`src/dpbp_pkg.sv`:
```
// ============================================================================
// dpbp_pkg: shared types and constants of the depth back-projection core
// Payload structs, controller/datapath command and status groups, register
// indexes, multiplier operand selects and fixed field widths.
// ============================================================================
package dpbp_pkg;

    // Raster limits.
    localparam int MAX_WIDTH = 4096;
    localparam int STRIDE    = 3;

    // Field and internal widths.
    localparam int COUNT_W = 12;
    localparam int PHASE_W = 3;
    localparam int WIDTH_W = 13;
    localparam int IDX_W   = 3;
    localparam int CFG_W   = 24;
    localparam int Z_W     = 20;
    localparam int COORD_W = 24;
    localparam int MUL_A_W = 20;
    localparam int MUL_B_W = 24;
    localparam int MUL_P_W = 44;
    localparam int P1_W    = 36;
    localparam int HALF_W  = 18;
    localparam int ACC_W   = 61;
    localparam int MAG_W   = 33;

    // Configuration register indexes.
    localparam logic [2:0] REG_IMAGE_WIDTH      = 3'd0;
    localparam logic [2:0] REG_CENTER_X         = 3'd1;
    localparam logic [2:0] REG_CENTER_Y         = 3'd2;
    localparam logic [2:0] REG_INV_FOCAL_X      = 3'd3;
    localparam logic [2:0] REG_INV_FOCAL_Y      = 3'd4;
    localparam logic [2:0] REG_INV_DEPTH_FACTOR = 3'd5;
    localparam logic [2:0] REG_MAX_DEPTH        = 3'd6;

    // Operand pairs of the shared multiplier.
    localparam logic [1:0] MUL_DEPTH  = 2'd0;  // raw depth times depth reciprocal
    localparam logic [1:0] MUL_OFFSET = 2'd1;  // depth times pixel offset
    localparam logic [1:0] MUL_LOW    = 2'd2;  // low half of that times focal reciprocal
    localparam logic [1:0] MUL_HIGH   = 2'd3;  // high half of that times focal reciprocal

    typedef struct packed {
        logic [15:0] depth_raw;
        logic [7:0]  red;
        logic [7:0]  green;
        logic [7:0]  blue;
        logic        start_of_frame;
    } pixel_t;

    typedef struct packed {
        logic signed [23:0] point_x;
        logic signed [23:0] point_y;
        logic [19:0]        point_z;
        logic [7:0]         out_red;
        logic [7:0]         out_green;
        logic [7:0]         out_blue;
    } point_t;

    typedef struct packed {
        logic       accept;
        logic       mul_en;
        logic [1:0] mul_sel;
        logic       axis;
        logic       z_load;
        logic       p1_load;
        logic       acc_init;
        logic       acc_add;
        logic       res_load;
        logic       out_load;
    } dp_cmd_t;

    typedef struct packed {
        logic keep;
        logic z_over;
        logic out_free;
    } dp_status_t;

endpackage

```
`src/dpbp_ctrl.sv`:
```
// ============================================================================
// dpbp_ctrl: sequencer of the depth back-projection core
// Steps one kept pixel through the shared multiplier: depth, then the x and
// y projections, then the output register; a depth over the limit ends it early.
// ============================================================================
module dpbp_ctrl (
    input  logic                 clk,
    input  logic                 rst_n,
    input  logic                 in_valid,
    output logic                 in_ready,
    input  dpbp_pkg::dp_status_t status,
    output dpbp_pkg::dp_cmd_t    cmd
);

    localparam logic [3:0] ST_IDLE = 4'd0;
    localparam logic [3:0] ST_MZ   = 4'd1;
    localparam logic [3:0] ST_ZC   = 4'd2;
    localparam logic [3:0] ST_OFF  = 4'd3;
    localparam logic [3:0] ST_P1   = 4'd4;
    localparam logic [3:0] ST_LO   = 4'd5;
    localparam logic [3:0] ST_ACC0 = 4'd6;
    localparam logic [3:0] ST_ACC1 = 4'd7;
    localparam logic [3:0] ST_SAT  = 4'd8;
    localparam logic [3:0] ST_OUT  = 4'd9;

    logic [3:0] state_reg;
    logic [3:0] state_next;
    logic       axis_reg;
    logic       axis_next;

    assign in_ready = (state_reg == ST_IDLE);

    always_comb
    begin
        state_next   = state_reg;
        axis_next    = axis_reg;
        cmd          = '0;
        cmd.mul_sel  = dpbp_pkg::MUL_DEPTH;
        cmd.axis     = axis_reg;
        unique case (state_reg)
            ST_IDLE:
            begin
                cmd.accept = in_valid;
                if (in_valid && status.keep)
                begin
                    state_next = ST_MZ;
                    axis_next  = 1'b0;
                end
            end
            ST_MZ:
            begin
                cmd.mul_en  = 1'b1;
                cmd.mul_sel = dpbp_pkg::MUL_DEPTH;
                state_next  = ST_ZC;
            end
            ST_ZC:
            begin
                cmd.z_load = 1'b1;
                state_next = status.z_over ? ST_IDLE : ST_OFF;
            end
            ST_OFF:
            begin
                cmd.mul_en  = 1'b1;
                cmd.mul_sel = dpbp_pkg::MUL_OFFSET;
                state_next  = ST_P1;
            end
            ST_P1:
            begin
                cmd.p1_load = 1'b1;
                state_next  = ST_LO;
            end
            ST_LO:
            begin
                cmd.mul_en  = 1'b1;
                cmd.mul_sel = dpbp_pkg::MUL_LOW;
                state_next  = ST_ACC0;
            end
            ST_ACC0:
            begin
                // The low product is folded in while the high one is formed.
                cmd.acc_init = 1'b1;
                cmd.mul_en   = 1'b1;
                cmd.mul_sel  = dpbp_pkg::MUL_HIGH;
                state_next   = ST_ACC1;
            end
            ST_ACC1:
            begin
                cmd.acc_add = 1'b1;
                state_next  = ST_SAT;
            end
            ST_SAT:
            begin
                cmd.res_load = 1'b1;
                if (axis_reg)
                begin
                    state_next = ST_OUT;
                end
                else
                begin
                    axis_next  = 1'b1;
                    state_next = ST_OFF;
                end
            end
            ST_OUT:
            begin
                if (status.out_free)
                begin
                    cmd.out_load = 1'b1;
                    state_next   = ST_IDLE;
                end
            end
            default:
            begin
                state_next = ST_IDLE;
            end
        endcase
    end

    always_ff @(posedge clk or negedge rst_n)
    begin
        if (!rst_n)
        begin
            state_reg <= ST_IDLE;
            axis_reg  <= 1'b0;
        end
        else
        begin
            state_reg <= state_next;
            axis_reg  <= axis_next;
        end
    end

endmodule

```
`src/dpbp_datapath.sv`:
```
// ============================================================================
// dpbp_datapath: registers and arithmetic of the depth back-projection core
// Configuration registers, raster counters, one shared 20x24 multiplier,
// rounding accumulator, saturation and the output register.
// ============================================================================
module dpbp_datapath (
    input  logic                                  clk,
    input  logic                                  rst_n,
    input  dpbp_pkg::pixel_t                      in_data,
    input  logic                                  cfg_we,
    input  logic [dpbp_pkg::IDX_W-1:0]            cfg_index,
    input  logic [dpbp_pkg::CFG_W-1:0]            cfg_data,
    input  logic                                  out_ready,
    output logic                                  out_valid,
    output dpbp_pkg::point_t                      out_data,
    input  dpbp_pkg::dp_cmd_t                     cmd,
    output dpbp_pkg::dp_status_t                  status
);

    localparam logic [dpbp_pkg::MAG_W-1:0] SAT_POS = 33'd8388607;
    localparam logic [dpbp_pkg::MAG_W-1:0] SAT_NEG = 33'd8388608;

    // Configuration registers.
    logic [12:0] image_width_reg;
    logic [15:0] center_x_reg;
    logic [15:0] center_y_reg;
    logic [23:0] inv_focal_x_reg;
    logic [23:0] inv_focal_y_reg;
    logic [23:0] inv_depth_reg;
    logic [19:0] max_depth_reg;

    // Raster position.
    logic [dpbp_pkg::COUNT_W-1:0] col_cnt_reg;
    logic [dpbp_pkg::COUNT_W-1:0] row_cnt_reg;
    logic [dpbp_pkg::PHASE_W-1:0] col_ph_reg;
    logic [dpbp_pkg::PHASE_W-1:0] row_ph_reg;

    logic [dpbp_pkg::COUNT_W-1:0] col_cur;
    logic [dpbp_pkg::COUNT_W-1:0] row_cur;
    logic [dpbp_pkg::PHASE_W-1:0] col_ph_cur;
    logic [dpbp_pkg::PHASE_W-1:0] row_ph_cur;
    logic [dpbp_pkg::WIDTH_W-1:0] width_eff;
    logic [dpbp_pkg::WIDTH_W-1:0] col_inc;
    logic [dpbp_pkg::PHASE_W:0]   col_ph_inc;
    logic [dpbp_pkg::PHASE_W:0]   row_ph_inc;
    logic                         row_end;

    // Working registers of one pixel.
    dpbp_pkg::pixel_t             pix_reg;
    logic [dpbp_pkg::COUNT_W-1:0] col_reg;
    logic [dpbp_pkg::COUNT_W-1:0] row_reg;
    logic [dpbp_pkg::Z_W-1:0]     z_reg;
    logic [dpbp_pkg::MUL_P_W-1:0] mul_reg;
    logic [dpbp_pkg::P1_W-1:0]    p1_reg;
    logic [dpbp_pkg::ACC_W-1:0]   acc_reg;
    logic [dpbp_pkg::COORD_W-1:0] res_x_reg;
    logic [dpbp_pkg::COORD_W-1:0] res_y_reg;
    dpbp_pkg::point_t             out_reg;
    logic                         out_valid_reg;

    logic [dpbp_pkg::MUL_A_W-1:0] mul_a;
    logic [dpbp_pkg::MUL_B_W-1:0] mul_b;
    logic [dpbp_pkg::MUL_P_W-1:0] mul_p;
    logic [15:0]                  pos_q4;
    logic [15:0]                  center;
    logic [23:0]                  inv_sel;
    logic                         off_neg;
    logic [15:0]                  off_mag;
    logic [40:0]                  z_sum;
    logic [32:0]                  z_full;
    logic [dpbp_pkg::MAG_W-1:0]   mag;
    logic [dpbp_pkg::MAG_W-1:0]   mag_neg;
    logic [dpbp_pkg::COORD_W-1:0] sat_val;

    // ---------------------------------------------------------------- config
    always_ff @(posedge clk or negedge rst_n)
    begin
        if (!rst_n)
        begin
            image_width_reg <= 13'd640;
            center_x_reg    <= 16'd5107;
            center_y_reg    <= 16'd3970;
            inv_focal_x_reg <= 24'd43386;
            inv_focal_y_reg <= 24'd43509;
            inv_depth_reg   <= 24'd16777;
            max_depth_reg   <= 20'd393216;
        end
        else if (cfg_we)
        begin
            unique case (cfg_index)
                dpbp_pkg::REG_IMAGE_WIDTH:      image_width_reg <= cfg_data[12:0];
                dpbp_pkg::REG_CENTER_X:         center_x_reg    <= cfg_data[15:0];
                dpbp_pkg::REG_CENTER_Y:         center_y_reg    <= cfg_data[15:0];
                dpbp_pkg::REG_INV_FOCAL_X:      inv_focal_x_reg <= cfg_data;
                dpbp_pkg::REG_INV_FOCAL_Y:      inv_focal_y_reg <= cfg_data;
                dpbp_pkg::REG_INV_DEPTH_FACTOR: inv_depth_reg   <= cfg_data;
                dpbp_pkg::REG_MAX_DEPTH:        max_depth_reg   <= cfg_data[19:0];
                default:                        ;
            endcase
        end
    end

    // ---------------------------------------------------------------- raster
    // A start-of-frame pixel sees the counters as cleared.
    assign col_cur    = in_data.start_of_frame ? '0 : col_cnt_reg;
    assign row_cur    = in_data.start_of_frame ? '0 : row_cnt_reg;
    assign col_ph_cur = in_data.start_of_frame ? '0 : col_ph_reg;
    assign row_ph_cur = in_data.start_of_frame ? '0 : row_ph_reg;

    always_comb
    begin
        priority if (image_width_reg == '0)
            width_eff = 13'd1;
        else if (image_width_reg > dpbp_pkg::WIDTH_W'(dpbp_pkg::MAX_WIDTH))
            width_eff = dpbp_pkg::WIDTH_W'(dpbp_pkg::MAX_WIDTH);
        else
            width_eff = image_width_reg;
    end

    assign col_inc    = {1'b0, col_cur} + 13'd1;
    assign row_end    = (col_inc >= width_eff);
    assign col_ph_inc = {1'b0, col_ph_cur} + 4'd1;
    assign row_ph_inc = {1'b0, row_ph_cur} + 4'd1;

    always_ff @(posedge clk or negedge rst_n)
    begin
        if (!rst_n)
        begin
            col_cnt_reg <= '0;
            row_cnt_reg <= '0;
            col_ph_reg  <= '0;
            row_ph_reg  <= '0;
        end
        else if (cmd.accept)
        begin
            if (row_end)
            begin
                col_cnt_reg <= '0;
                col_ph_reg  <= '0;
                row_cnt_reg <= row_cur + 12'd1;
                row_ph_reg  <= (row_ph_inc >= 4'(dpbp_pkg::STRIDE)) ? '0
                                                                     : row_ph_inc[2:0];
            end
            else
            begin
                col_cnt_reg <= col_inc[11:0];
                col_ph_reg  <= (col_ph_inc >= 4'(dpbp_pkg::STRIDE)) ? '0
                                                                     : col_ph_inc[2:0];
                row_cnt_reg <= row_cur;
                row_ph_reg  <= row_ph_cur;
            end
        end
    end

    always_ff @(posedge clk)
    begin
        if (cmd.accept)
        begin
            pix_reg <= in_data;
            col_reg <= col_cur;
            row_reg <= row_cur;
        end
    end

    // ---------------------------------------------------------------- arithmetic
    assign pos_q4  = cmd.axis ? {row_reg, 4'd0} : {col_reg, 4'd0};
    assign center  = cmd.axis ? center_y_reg : center_x_reg;
    assign inv_sel = cmd.axis ? inv_focal_y_reg : inv_focal_x_reg;
    assign off_neg = (pos_q4 < center);
    assign off_mag = off_neg ? (center - pos_q4) : (pos_q4 - center);

    always_comb
    begin
        unique case (cmd.mul_sel)
            dpbp_pkg::MUL_DEPTH:
            begin
                mul_a = {4'd0, pix_reg.depth_raw};
                mul_b = inv_depth_reg;
            end
            dpbp_pkg::MUL_OFFSET:
            begin
                mul_a = z_reg;
                mul_b = {8'd0, off_mag};
            end
            dpbp_pkg::MUL_LOW:
            begin
                mul_a = {2'd0, p1_reg[dpbp_pkg::HALF_W-1:0]};
                mul_b = inv_sel;
            end
            dpbp_pkg::MUL_HIGH:
            begin
                mul_a = {2'd0, p1_reg[dpbp_pkg::P1_W-1:dpbp_pkg::HALF_W]};
                mul_b = inv_sel;
            end
            default:
            begin
                mul_a = '0;
                mul_b = '0;
            end
        endcase
    end

    assign mul_p = mul_a * mul_b;

    // Depth rounded from Q16.24 to Q4.16.
    assign z_sum  = {1'b0, mul_reg[39:0]} + 41'd128;
    assign z_full = z_sum[40:8];

    // Coordinate magnitude rounded to Q.16 and saturated for its sign.
    assign mag     = acc_reg[dpbp_pkg::ACC_W-1:28];
    assign mag_neg = (mag > SAT_NEG) ? SAT_NEG : mag;

    always_comb
    begin
        if (off_neg)
            sat_val = 24'(33'd0 - mag_neg);
        else
            sat_val = (mag > SAT_POS) ? SAT_POS[23:0] : mag[23:0];
    end

    always_ff @(posedge clk)
    begin
        if (cmd.mul_en)
            mul_reg <= mul_p;
        if (cmd.z_load)
            z_reg <= z_full[19:0];
        if (cmd.p1_load)
            p1_reg <= mul_reg[dpbp_pkg::P1_W-1:0];
        if (cmd.acc_init)
            acc_reg <= {17'd0, mul_reg} + (61'd1 << 27);
        else if (cmd.acc_add)
            acc_reg <= acc_reg + {mul_reg[42:0], 18'd0};
        if (cmd.res_load)
        begin
            if (cmd.axis)
                res_y_reg <= sat_val;
            else
                res_x_reg <= sat_val;
        end
        if (cmd.out_load)
        begin
            out_reg.point_x   <= res_x_reg;
            out_reg.point_y   <= res_y_reg;
            out_reg.point_z   <= z_reg;
            out_reg.out_red   <= pix_reg.red;
            out_reg.out_green <= pix_reg.green;
            out_reg.out_blue  <= pix_reg.blue;
        end
    end

    // ---------------------------------------------------------------- output
    always_ff @(posedge clk or negedge rst_n)
    begin
        if (!rst_n)
            out_valid_reg <= 1'b0;
        else if (cmd.out_load)
            out_valid_reg <= 1'b1;
        else if (out_ready)
            out_valid_reg <= 1'b0;
    end

    assign out_valid = out_valid_reg;
    assign out_data  = out_reg;

    assign status.keep     = (col_ph_cur == '0) && (row_ph_cur == '0);
    assign status.z_over   = (z_full > {13'd0, max_depth_reg});
    assign status.out_free = !out_valid_reg || out_ready;

endmodule

```
`src/depth_pixel_back_projection_core.sv`:
```
// ============================================================================
// depth_pixel_back_projection_core: pinhole back-projection of depth pixels
// Turns a raster stream of depth plus color pixels into colored 3D points.
// ============================================================================
// Usage.
// Pixels enter in raster order on the in channel (valid/ready); a transfer
// with start_of_frame set marks row 0, column 0. Only pixels whose row and
// column are both multiples of the stride are projected. Each kept pixel
// with depth not above max_depth yields one point on the out channel: x and
// y in signed Q8.16 metres (saturated), z in Q4.16 metres, color unchanged.
// Timing. A pixel off the stride grid is only counted; in_ready stays high.
// A grid pixel runs the whole sequence, or stops after the depth check if
// its depth is rejected; no new pixel is taken until it is done. Every
// product goes through one shared 20x24 multiplier (depth, then offset, low
// and high partial products per axis), and that multiplier sets the rate.
// Stalls. The output register holds a finished point until out_ready takes
// it, while the next pixel is already accepted and worked on; the sequence
// only waits at its last step if the previous point is still unclaimed.
// Reset. rst_n clears the raster counters, the sequencer and out_valid, and
// loads the configuration registers with their default camera values.
// Configuration is written through cfg_we/cfg_index/cfg_data; the user must
// do so only while idle, which the core itself does not enforce.
// ============================================================================
module depth_pixel_back_projection_core (
    input  logic                       clk,
    input  logic                       rst_n,
    input  logic                       in_valid,
    output logic                       in_ready,
    input  dpbp_pkg::pixel_t           in_data,
    output logic                       out_valid,
    input  logic                       out_ready,
    output dpbp_pkg::point_t           out_data,
    input  logic                       cfg_we,
    input  logic [dpbp_pkg::IDX_W-1:0] cfg_index,
    input  logic [dpbp_pkg::CFG_W-1:0] cfg_data
);

    // Command and status groups between the sequencer and the datapath.
    dpbp_pkg::dp_cmd_t    cmd;
    dpbp_pkg::dp_status_t status;

    // The sequencer owns the input handshake and the step order.
    dpbp_ctrl u_ctrl (
        .clk      (clk),
        .rst_n    (rst_n),
        .in_valid (in_valid),
        .in_ready (in_ready),
        .status   (status),
        .cmd      (cmd)
    );

    // The datapath owns configuration, raster counters, arithmetic and the
    // output register.
    dpbp_datapath u_datapath (
        .clk       (clk),
        .rst_n     (rst_n),
        .in_data   (in_data),
        .cfg_we    (cfg_we),
        .cfg_index (cfg_index),
        .cfg_data  (cfg_data),
        .out_ready (out_ready),
        .out_valid (out_valid),
        .out_data  (out_data),
        .cmd       (cmd),
        .status    (status)
    );

endmodule

```
`config.mk`:
```
export PLATFORM = sky130hd
export DESIGN_NAME = depth_pixel_back_projection_core
export DESIGN_NICKNAME = d
export VERILOG_FILES = /design/src/dpbp_pkg.sv /design/src/dpbp_ctrl.sv /design/src/dpbp_datapath.sv /design/src/depth_pixel_back_projection_core.sv
export SDC_FILE = /design/constraint.sdc
export NUM_CORES = 2
export LEC_CHECK = 0
export BUFFER_PORTS_ARGS = -buffer_cell sky130_fd_sc_hd__buf_2
export CAP_MARGIN = 10
export CORE_UTILIZATION = 35
export DETAILED_ROUTE_END_ITERATION = 16
export PLACE_DENSITY = 0.5
export SYNTH_ARGS = -nofsm -noshare
export SYNTH_HDL_FRONTEND = slang
export SYNTH_SLANG_ARGS = --single-unit
```
`constraint.sdc`:
```
create_clock -name clk -period 14.4 [get_ports clk]
set_clock_uncertainty 0.2 [all_clocks]
set_input_delay 4.32 -clock clk [delete_from_list [all_inputs] [get_ports clk]]
set_output_delay 4.32 -clock clk [all_outputs]
set_load 0.1 [all_outputs]
```
; After elaboration in Yosys (flattened, before gate mapping)
; Cells that the tools add are included.
[totals]
reg_bits = 538
inputBits = 73
[classes]
addsub = 10
mul = 1
magnitude_cmp = 8
eq_ne = 20
muxes = 41
bitwise_logic = 1
n_reduce_logical = 25
[ops]
columns = op, n
row1 = 2-to-1 mux 61 bit, 2
row2 = 2-to-1 mux 24 bit, 4
row3 = case mux 20 bit (4 select lines), 1
row4 = case mux 24 bit (3 select lines), 1
row5 = adder 61 bit, 1
row6 = 2-to-1 mux 12 bit, 4
row7 = 2-to-1 mux 16 bit, 3
row8 = "adder 44 x 28 -> 45 bit, second input constant", 1
row9 = multiplier 20 x 24 -> 44 bit, 1
row10 = "adder 40 x 8 -> 41 bit, second input constant", 1
row11 = case mux 4 bit (10 select lines), 1
row12 = > comparator 33 x 20 -> 1 bit, 1
row13 = "> comparator 33 x 23 -> 1 bit, second input constant", 1
row14 = "> comparator 33 x 24 -> 1 bit, second input constant", 1
row15 = subtractor 16 bit, 2
row16 = 2-to-1 mux 13 bit, 2
row17 = "subtractor 1 x 24 -> 24 bit, first input constant", 1
row18 = AND reduction 2 bit, 11
row19 = 2-to-1 mux 3 bit, 6
row20 = "equality test 4 x 3 -> 1 bit, second input constant", 4
row21 = < comparator 16 bit, 1
row22 = "adder 12 x 1 -> 13 bit, second input constant", 1
row23 = greater-or-equal comparator 13 bit, 1
row24 = "> comparator 13 bit, second input constant", 1
row25 = 28 further kinds, 53

; Depth between registers and ports, before layout
[logic_depth]
depth_word = 6
ltp_mapped = 46
ltp_nobuf = 38

; Hierarchy
; Synthesis repeated with hierarchy kept, for this count alone.
[unflattened]
hier_cells = 3903
area_unflattened_um2 = 41454.8
[modules_own_cells]
columns = mod, n_inst, cells_each, area_each_um2
row1 = dpbp_datapath, 1, 3857, 41053.1
row2 = dpbp_ctrl, 1, 46, 401.6

; Worst setup path after synthesis
; No wires, ideal clock.
[synth_path]
path_kind = register to register
startpoint = reg u_ctrl.axis_reg
endpoint = reg u_datapath.mul_reg[41] in the netlist's numbering, data pin
arrival_ns = 11.034
path_slack_ns = 2.901
stages_incl_launch_ff = 44
path_buffers = 7
period_less_slack_ns = 11.499
cell_sequence = dfrtp_1 -> buf_4 -> buf_2 -> buf_1 -> clkbuf_1 -> buf_1 -> mux2i_1 -> inv_1 -> ha_1 -> and2_1 -> a22oi_1 -> nand4_1 -> and4_1 -> o21a_1 -> or2_4 -> buf_6 -> mux2i_1 -> mux2i_1 -> [... 8 more ...] -> inv_1 -> fa_1 -> fa_1 -> fa_1 -> inv_1 -> fa_1 -> inv_1 -> ha_1 -> a21oi_1 -> o21ai_1 -> or4_1 -> a22oi_1 -> a2111oi_0 -> o2111ai_1 -> nand3_1 -> a21boi_1 -> o21ai_0 -> xor2_1
[synth_between]
elab_chain_len = 5
elab_cells_between_ends = 9
classes_between = add/sub (2) / mul (1) / order compare (1) / mux (5)
[synth_rtl]
columns = element, line
row1 = from (decl), dpbp_ctrl.sv:28  ; logic axis_reg;
row2 = from (signal assigned), dpbp_ctrl.sv:129  ; axis_reg <= axis_next;
row3 = 2-to-1 mux 16 bit (on tied branches), "dpbp_datapath.sv:167, dpbp_datapath.sv:166"
row4 = subtractor 16 bit / < comparator 16 bit (equally long branches), "dpbp_datapath.sv:170, dpbp_datapath.sv:169"
row5 = 2-to-1 mux 16 bit, dpbp_datapath.sv:170  ; assign off_mag = off_neg ? (center - pos_q4) : (pos_q4 - center);
row6 = case mux 24 bit (3 select lines) (*), dpbp_datapath.sv:174  ; unique case (cmd.mul_sel)
row7 = multiplier 20 x 24 -> 44 bit (*), dpbp_datapath.sv:203  ; assign mul_p = mul_a * mul_b;
row8 = "via u_datapath.mul_p, one bit", dpbp_datapath.sv:63  ; logic [dpbp_pkg::MUL_P_W-1:0] mul_p;
row9 = to (signal assigned), dpbp_datapath.sv:224  ; mul_reg <= mul_p;
row10 = to (decl), dpbp_datapath.sv:53  ; logic [dpbp_pkg::MUL_P_W-1:0] mul_reg;
; The timed path passes the listed nets; every way through them passes the cells marked *.
; A chain may end at the register's enable or synchronous reset.

; Worst setup path in the final report
; Ends and elaborated chain as after synthesis.

==> flow_summary.ini <==
[yosys]
synth_area_leaders = edfxtp_1 25%, fa_1 19%, ha_1 8.0%
synth-compound-area-share = 0.0926
synth_area_leader_cell = edfxtp_1
avgSynthCellArea_sq_um = 10.5
async_reset_ff_frac = 0.333
synth_edf_count = 347
synth_most_common_cell = inv_1
synth_xor_area_frac = 0.0307
ys_seq_area_frac = 0.361
synth_top_family_by_area = adder cells
netlist.area_leader.share = 0.254
synthFlopType = edfxtp_1
ys_warn_count = 0
yosysUniqueCellTypes = 86
synthCells = 3917
synth_mux_area_frac = 0.0557
synth_common_cells = 534 x inv_1, 477 x nand2_1, 394 x fa_1
synth_seq_cells = 520
synth_fa_ha_area_frac = 0.273
syn_area_sq_um = 41000
synth-simple-area-share = 0.125

[critical_path]
regToRegEndpoint = u_datapath.mul_reg[41]
cp.required_ps = 14590
cpPeakStageDelay_ps = 940
cp_slowest_cell = dfrtp_4
start_kind = flop
cp_max_fo = 48
timing.rr.start = u_ctrl.axis_reg
end_kind = flop
cpMostUsedCell = fa_1
rrSetupSlack_ps = 2260
r2r_cells = 36
cp.arrival_ps = 12330
crit_type = reg2reg

[cts]
cts_hold_buf = 0
ctsResizeCount = 0
clk_latency_ps = 650
ctsLongestPathBuffers = 3
clock-sinks = 520
cts_inserted_buffers = 66
cts_max_level = 3
post-cts-setup-buffers = 0
clkTransAtPathRegs_ps = 60
cts-root-buf = clkbuf_16
tritoncts = yes

[global_routing]
grt_max_degree = 72
grt_overflow = 0
grt_pass1_vias = 29669
grt_pass1_wl_um = 187000
grt_usage = 0.210
antenna_found_initial = 4

[flow_run]
maxCapViolCount = 0

[sta]
setup_viol = 0
slew_violations = 0
fin_tns_setup_ps = 0
worstMarginPinSlew_ps = 1210
rsz0062_at_grt = no
fin_crit_ps = 12140
post-route-period-util = 0.843
hold_viol_final = 0
relSlewSlack = 0.187
fmax_mhz = 82.3

[detailed_routing]
vias_per_cell = 5.16
routed_wl_um = 123000
via_count = 29311
drtAntennaViolNets = 0
drt-pass1-iter-count = 5
drt-initial-drc-count = 2406
wl_per_cell_um = 21.7
drc = 0

[floorplanning]
start_util = 0.353
top_level_ports = 167
die_y_um = 344
core_sq_um = 116000
die_area_sq_um = 119000
fp-row-count = 125
die_w_um = 344

[status]
status = completed

[place]
hpwl_um = 96200
place.gp.congestion = 0.891
place.port_buffers = 166
dpl-instance-area_sq_um = 43900

[min_path]
hold_depth = 0
min_path_type = reg2reg
holdPathEnd = u_datapath.out_data[76]
min_from = u_datapath.res_x_reg[8]

[layout]
antenna_cells = 0
area_growth_pct = 12.3
final_core_util = 0.397
fin_nets = 4830
fin_area_sq_um = 46100
largest_reg_flops = 92
drive_above_1_share = 0.144
## how the worst max path moves through the flow
stage	start	endpoint	depth (start not counted)
5_1_grt	u_ctrl.axis_reg	u_datapath.mul_reg[41]	36
3_3_place_gp	u_ctrl.axis_reg	u_datapath.mul_reg[41]	36
3_5_place_dp	u_ctrl.axis_reg	u_datapath.mul_reg[41]	36
6_report	u_ctrl.axis_reg	u_datapath.mul_reg[41]	36
4_1_cts	u_ctrl.axis_reg	u_datapath.mul_reg[41]	36
2_1_floorplan	u_ctrl.axis_reg	u_datapath.mul_reg[41]	43
## layer usage
metal  GRT usage  up-vias  routed length (um)
li1            -    13536                   -
met1       0.296    14776               56500
met2       0.338      850               57100
met3      0.0291      147                6970
met4      0.0539        2                2820
met5           0        -                  13
## placed cells by master, fill, tap and decap left out, drive strengths merged, types with 56 or more instances in the layout
cell type / instances
mux2i: 62
a21o: 70
ha: 264
mux2: 148
nor2: 273
a21oi: 155
nand2: 487
clkbuf: 79
o21ai: 143
xor2: 61
fa: 394
nand3: 56
dfrtp: 130
xnor2: 83
inv: 543
buf: 241
edfxtp: 347
## worst max-delay path: cells and delay by family (launching register included)
kind | cells | cell delay [ps]
XOR/XNOR | 1 | 90
adder cells (fa/ha/maj) | 9 | 4350
AO/OA/AOI/OAI | 6 | 1890
buffers and inverters | 6 | 360
AND/OR/NAND/NOR | 11 | 2670
flip-flops | 1 | 940
multiplexers | 3 | 1340
## cells by family (layout without fill, tap and decap cells)
| kind of cell | after synthesis | after routing |
|---|---|---|
| AND/OR/NAND/NOR | 1122 | 1122 |
| multiplexers | 210 | 210 |
| flip-flops | 520 | 520 |
| adder cells (fa/ha/maj) | 658 | 658 |
| buffers and inverters | 677 | 899 |
| AO/OA/AOI/OAI | 584 | 584 |
| other | 2 | 16 |
| XOR/XNOR | 144 | 144 |
## layout make-up
cell class / count / area, sq um
fillers: 11554 / 70100
flip-flops and latches: 520 / 14800
clock inverters: 43 / 454
multi-input cells: 2734 / 23800
repair buffers: 241 / 1400
inverters: 536 / 2010
well taps: 1524 / 1910
clock buffers: 79 / 1720
## metrics by stage
stage	cells	hold slack, ps	setup slack [ps]
after detailed placement	5555	205	2270
final	5677	216	2260
after floorplan	3931	200	2900
after global routing	5677	227	1400
after CTS	5677	218	2240
after global placement	5555	201	2440
Power is left out: the tool's default activity adds up to more than one toggle a clock period on the data nets, which glitch-free logic cannot reach.
